## config.mk

```make
export PLATFORM = sky130hd
export DESIGN_NAME = nbsg_arith
export DESIGN_NICKNAME = d
export VERILOG_FILES = /design/src/rtl/core/nbsg_pkg.sv /design/src/rtl/core/nbsg_arith.sv
export SDC_FILE = /design/constraint.sdc
export NUM_CORES = 2
export LEC_CHECK = 0
export BUFFER_PORTS_ARGS = -buffer_cell sky130_fd_sc_hd__buf_2
export CORE_UTILIZATION = 45
export DETAILED_ROUTE_END_ITERATION = 7
export GPL_TIMING_DRIVEN = 0
export HOLD_SLACK_MARGIN = 0.1
export PLACE_DENSITY = 0.58
export SETUP_SLACK_MARGIN = 0.1
export SYNTH_ARGS = -nofsm -noshare
export SYNTH_HDL_FRONTEND = slang
export SYNTH_SLANG_ARGS = --single-unit
```

## constraint.sdc

```tcl
create_clock -name clk -period 23.5 [get_ports clk]
set_input_delay 2.35 -clock clk [delete_from_list [all_inputs] [get_ports clk]]
set_output_delay 2.35 -clock clk [all_outputs]
set_load 0.005 [all_outputs]
```

## src/rtl/core/nbsg_pkg.sv

```systemverilog
// shared types, constants and helper functions of the n-body step block
`default_nettype none
package nbsg_pkg;

  // sizing
  localparam int MAX_BODIES = 1024;
  localparam int GRID_X     = 64;
  localparam int GRID_Y     = 32;
  localparam int GRID_Z     = 128;
  localparam int BODY_W     = $clog2(MAX_BODIES);
  localparam int NCELLS     = GRID_X * GRID_Y * GRID_Z;
  localparam int CELL_W     = $clog2(NCELLS);
  localparam int TS_W       = 47;
  localparam int CNT_W      = 11;
  localparam int DIV_STEPS  = 72;

  typedef logic signed [47:0] q_t;
  typedef logic [47:0]        u48_t;
  typedef q_t [2:0]           vec3_t;

  localparam q_t   QMAX  = 48'sh7FFF_FFFF_FFFF;
  localparam q_t   QMIN  = 48'sh8000_0000_0000;
  localparam u48_t UCAPP = 48'h7FFF_FFFF_FFFF;
  localparam u48_t UCAPN = 48'h8000_0000_0000;
  localparam logic signed [49:0] QMAX50 = 50'sh0_7FFF_FFFF_FFFF;
  localparam logic signed [49:0] QMIN50 = 50'sh3_8000_0000_0000;

  // input ops
  typedef enum logic [1:0] {
    OP_LOAD = 2'd0,
    OP_STEP = 2'd1,
    OP_READ = 2'd2,
    OP_NONE = 2'd3
  } op_t;

  // configuration register indexes
  typedef enum logic {
    CFG_TIME_STEP = 1'b0,
    CFG_BODIES    = 1'b1
  } cfg_idx_t;

  typedef struct packed {
    logic [1:0] op;
    logic [9:0] body;
    q_t         load_x;
    q_t         load_y;
    q_t         load_z;
  } in_item_t;

  typedef struct packed {
    q_t               out_x;
    q_t               out_y;
    q_t               out_z;
    logic [CNT_W-1:0] collision_count;
  } out_item_t;

  // arithmetic unit
  typedef enum logic {
    AR_MUL = 1'b0,
    AR_DIV = 1'b1
  } ar_op_t;

  typedef struct packed {
    logic   start;
    ar_op_t op;
    logic   cap_neg;
  } ar_req_t;

  typedef enum logic [1:0] {
    AS_IDLE,
    AS_MUL,
    AS_DIV,
    AS_SAT
  } ar_state_t;

  // main sequencer
  typedef enum logic [4:0] {
    S_GCLR,
    S_IDLE,
    S_RD_WAIT,
    S_FIN,
    S_FCLR,
    S_J_RD,
    S_J_WAIT,
    S_K_RD,
    S_K_WAIT,
    S_K_SQ,
    S_K_DD,
    S_K_DIV,
    S_K_WR,
    S_J_WR,
    S_B_RD,
    S_B_WAIT,
    S_B_K1,
    S_B_MV,
    S_B_GRD,
    S_B_GWT,
    S_B_K2,
    S_B_ORD,
    S_B_OWT,
    S_B_WR,
    S_B_WR2,
    S_MC_RD,
    S_MC_WR
  } st_t;

  // saturate a widened value to q range
  function automatic q_t sat_q(input logic signed [49:0] v);
    if (v > QMAX50) return QMAX;
    if (v < QMIN50) return QMIN;
    return v[47:0];
  endfunction

  function automatic logic signed [49:0] sext50(input q_t a);
    return {{2{a[47]}}, a};
  endfunction

  function automatic u48_t mag_q(input q_t a);
    return a[47] ? u48_t'(-a) : u48_t'(a);
  endfunction

  function automatic logic signed [49:0] apply_sign(input u48_t m, input logic neg);
    logic signed [49:0] w;
    w = $signed({2'b00, m});
    return neg ? -w : w;
  endfunction

endpackage
`default_nettype wire

```

## src/rtl/core/nbsg_arith.sv

```systemverilog
// shared multi-cycle unit: saturating q24.24 magnitude multiply and divide
`default_nettype none
module nbsg_arith import nbsg_pkg::*; (
  input  wire logic    clk,
  input  wire logic    rst_n,
  input  wire ar_req_t req,
  input  wire u48_t    a,
  input  wire u48_t    b,
  output logic         done,
  output u48_t         res
);

  ar_state_t   st_r, st_nxt;
  logic [6:0]  cnt_r;
  u48_t        a_r, b_r;
  logic        cap_neg_r;
  logic [95:0] acc_r;
  logic [47:0] rem_r;
  logic [71:0] dvd_r, quo_r;

  logic [23:0] sa, sb;
  logic [47:0] pp;
  logic [95:0] pp_sh;
  logic [48:0] trial;
  logic        fit;
  u48_t        cap;

  // partial product of one 24-bit half pair
  always_comb begin
    sa = cnt_r[1] ? a_r[47:24] : a_r[23:0];
    sb = cnt_r[0] ? b_r[47:24] : b_r[23:0];
    pp = sa * sb;
    case ({cnt_r[1], cnt_r[0]})
      2'b00:   pp_sh = {48'b0, pp};
      2'b11:   pp_sh = {pp, 48'b0};
      default: pp_sh = {24'b0, pp, 24'b0};
    endcase
  end

  // one restoring division step
  always_comb begin
    trial = {rem_r, dvd_r[71]};
    fit   = trial >= {1'b0, b_r};
  end

  // saturation limit of the final value
  always_comb begin
    cap = cap_neg_r ? UCAPN : UCAPP;
  end

  // next state
  always_comb begin
    st_nxt = st_r;
    unique case (st_r)
      AS_IDLE: if (req.start) st_nxt = (req.op == AR_DIV) ? AS_DIV : AS_MUL;
      AS_MUL:  if (cnt_r == 7'd3) st_nxt = AS_SAT;
      AS_DIV:  if (cnt_r == 7'(DIV_STEPS - 1)) st_nxt = AS_SAT;
      AS_SAT:  st_nxt = AS_IDLE;
      default: st_nxt = AS_IDLE;
    endcase
  end

  logic div_mode_r;

  // outputs
  always_comb begin
    done = (st_r == AS_SAT);
    if (div_mode_r) begin
      res = (quo_r > {24'b0, cap}) ? cap : quo_r[47:0];
    end else begin
      res = (acc_r[95:24] > {24'b0, cap}) ? cap : acc_r[71:24];
    end
  end

  always_ff @(posedge clk) begin
    if (!rst_n) begin
      st_r <= AS_IDLE;
    end else begin
      st_r <= st_nxt;
    end
  end

  // datapath
  always_ff @(posedge clk) begin
    unique case (st_r)
      AS_IDLE: begin
        a_r        <= a;
        b_r        <= b;
        cap_neg_r  <= req.cap_neg;
        div_mode_r <= (req.op == AR_DIV);
        cnt_r      <= 7'd0;
        acc_r      <= 96'b0;
        rem_r      <= 48'b0;
        quo_r      <= 72'b0;
        dvd_r      <= {a, 24'b0};
      end
      AS_MUL: begin
        acc_r <= acc_r + pp_sh;
        cnt_r <= cnt_r + 7'd1;
      end
      AS_DIV: begin
        rem_r <= fit ? 48'(trial - {1'b0, b_r}) : trial[47:0];
        quo_r <= {quo_r[70:0], fit};
        dvd_r <= {dvd_r[70:0], 1'b0};
        cnt_r <= cnt_r + 7'd1;
      end
      default: begin
      end
    endcase
  end

endmodule
`default_nettype wire

```

==> results.txt <==
Status = finished, violations left
Failing checks = max-capacitance violations, max-slew violations
Syn-to-layout area delta = 9.57%
CTS Root Cell = clkbuf_16
Critical Path AT = 14.68 ns
Setup bufs post-CTS = 0
Final Cycle Share = 60.8%
CTS Sinks = 371
FMAX = 0.0700 GHz
Final setup viols = 0
Slowest CP cell = clkbuf_1
Cell repeated most along the worst path = fa_1
Antenna Nets Post-Route = 0
Worst-Margin Slew = 1.46 ns
Via density = 5.67
Total GRT Usage = 28.8%
DP HPWL = 120 mm
Main area contributors after synthesis = edfxtp_1 (25%), fa_1 (22%), ha_1 (12%)
DR vias = 35800
Max Slew Vio Count = 1
Critical Path RT = 23.88 ns
Sequential cell area fraction in the yosys report = 24.8%
HP Class = reg2reg
Top-area cell type share of the netlist area = 24.7%
Cts repair resizes = 0
Port Buffers = 149
N_diodes = 0
Relative slew slack = -0.398%
Die Wd = 318 um
Drt drc = 0
Kind of end point of the critical path = flip-flop
Final #Nets = 5985
Mapped Area = 44800 sq um
Ports = 150
Crit path kind = reg2reg
CTS tree = yes
Clk_lat worst skew = 0.64 ns
Top_reg_cell synth = edfxtp_1
H-tree Lvls = 2
Final hold violations = 0
CP max FO = 10
Grt ovf = 0
Initial DRT Pass Iterations = 8
Maxcap violations = 2
Post-route setup TNS = 0 ns
Post-synth EDFFs = 369
Syn Inst Count = 4766
Largest net degree at the start of global routing = 67
Final Wtd Congestion = 1.02
Synth area leader = edfxtp_1
Core Footprint = 98600 sq um
Die height = 318 um
Startpoint types = flip-flop
Vias in the first global route = 34900
Crit path time final = 14.30 ns
Yosys reg bits = 371
Clk slew on worst S/H paths = 0.06 ns
Clock Skews = 0.0294 ns
Fillers = 9307
DRT iter0 DRCs = 3295
Fraction of registers with async set/reset = 0%
Clock buffer depth = 3
Starting Density = 45.5%
Die area = 101000 sq um
CTS Buf Count = 48
Ys Warns = 0
WL final = 146 mm
CP max stage delay = 1.04 ns
RSZ-0062 raised after global routing = no
First-pass GRT wire length = 218 mm
Rows = 115
Net Count, Synth = 5772
Wire per inst = 23.2 um
Yosys cell types = 84
Share of cells above drive strength 1 = 7.22%
# hold bufs at CTS = 0
Antenna violations before repair = 5
Synthesized area per cell = 9.40 sq um
==> registers in the layout, summed over array words and instances, names as in the netlist <==
name and flops:
a_r 48, acc_r 96, b_r 48, cap_neg_r 1
cnt_r 7, div_mode_r 1, dvd_r 48, quo_r 72
rem_r 48, st_r 2
==> critical path: cells and delay by family (launching register included) <==
family,cells,cell delay (ns)
fa+ha+maj,9,4.42
buf+inv,8,2.56
mux,1,0.83
compound gates,18,4.01
simple gates,5,1.29
xor+xnor,2,0.56
flops,1,0.35
==> cells in the mapped netlist, drive strengths merged (66+ instances only) <==
library cell / n
a21o: 126
a21oi: 256
and2: 205
clkbuf: 189
edfxtp: 369
fa: 484
ha: 421
inv: 673
mux2: 72
mux2i: 66
nand2: 492
nand4: 74
nor2: 433
o21ai: 163
xnor2: 108
xor2: 66
==> final timing paths <==
path / start / endpoint / slack (ns) / cells after the start
max: cnt_r[1] / acc_r[90] / 9.20 / 43
min: st_r[0] / st_r[0] / 0.54 / 2
max reg2reg: cnt_r[1] / acc_r[90] / 9.20 / 43
min reg2reg: st_r[0] / st_r[0] / 0.54 / 2
==> per-stage QoR <==
stage          instances  worst slack, ns  hold WS (ns)  utilization (%)  cell area, sq um
2_1_floorplan       4766            12.91         0.491                -             44800
3_3_place_gp        6202             9.45         0.526             47.9             47200
3_5_place_dp        6215             9.40         0.533             48.2             47500
4_1_cts             6300             9.33         0.547             49.8             49100
5_1_grt             6301             8.51         0.556             49.8             49100
6_report            6301             9.20         0.541             49.8             49100
==> placed cells by master, fill, tap and decap left out, drive strengths merged, types with 26 or more instances in the layout <==
master / instances
nor3: 30
inv: 680
ha: 421
a21o: 126
a21oi: 256
o21a: 26
nand3: 38
edfxtp: 369
nor2b: 40
buf: 178
o21ai: 163
nand2: 492
nor2: 433
nand4: 74
clkbuf: 247
and2: 205
nand2b: 31
xnor2: 108
mux2: 72
and3: 28
a221o: 53
mux2i: 66
xor2: 66
fa: 484
o21bai: 46
a21boi: 28
==> cells by family after synthesis <==
family          count (synthesis)  synth area share (%)
buf+inv                       879                  7.46
mux                           138                  3.28
xor+xnor                      175                  3.45
compound gates                855                  12.7
flops                         371                  24.8
simple gates                 1443                  14.9
fa+ha+maj                     905                  33.4
==> area by class of cell <==
cell class                 instances  area, sq um  area share, %
buffer                           204          810           1.65
clock buffer                      58         1240           2.52
clock inverter                    27          348          0.708
inverter                         675         2530           5.16
multi-input combinational       3516        30400           61.9
sequential                       371        11100           22.6
tap                             1287         1610           3.28
timing repair buffer             163         1030           2.10
==> per-layer routing <==
layer,wire (um),GRT usage [%]
met5,0,0
met4,4930,9.41
met3,12700,6.37
met2,62100,42.2
met1,66400,42.0
Power is not shown: default switching activity piles up to over one toggle a cycle in this logic, so the estimate is an artifact.
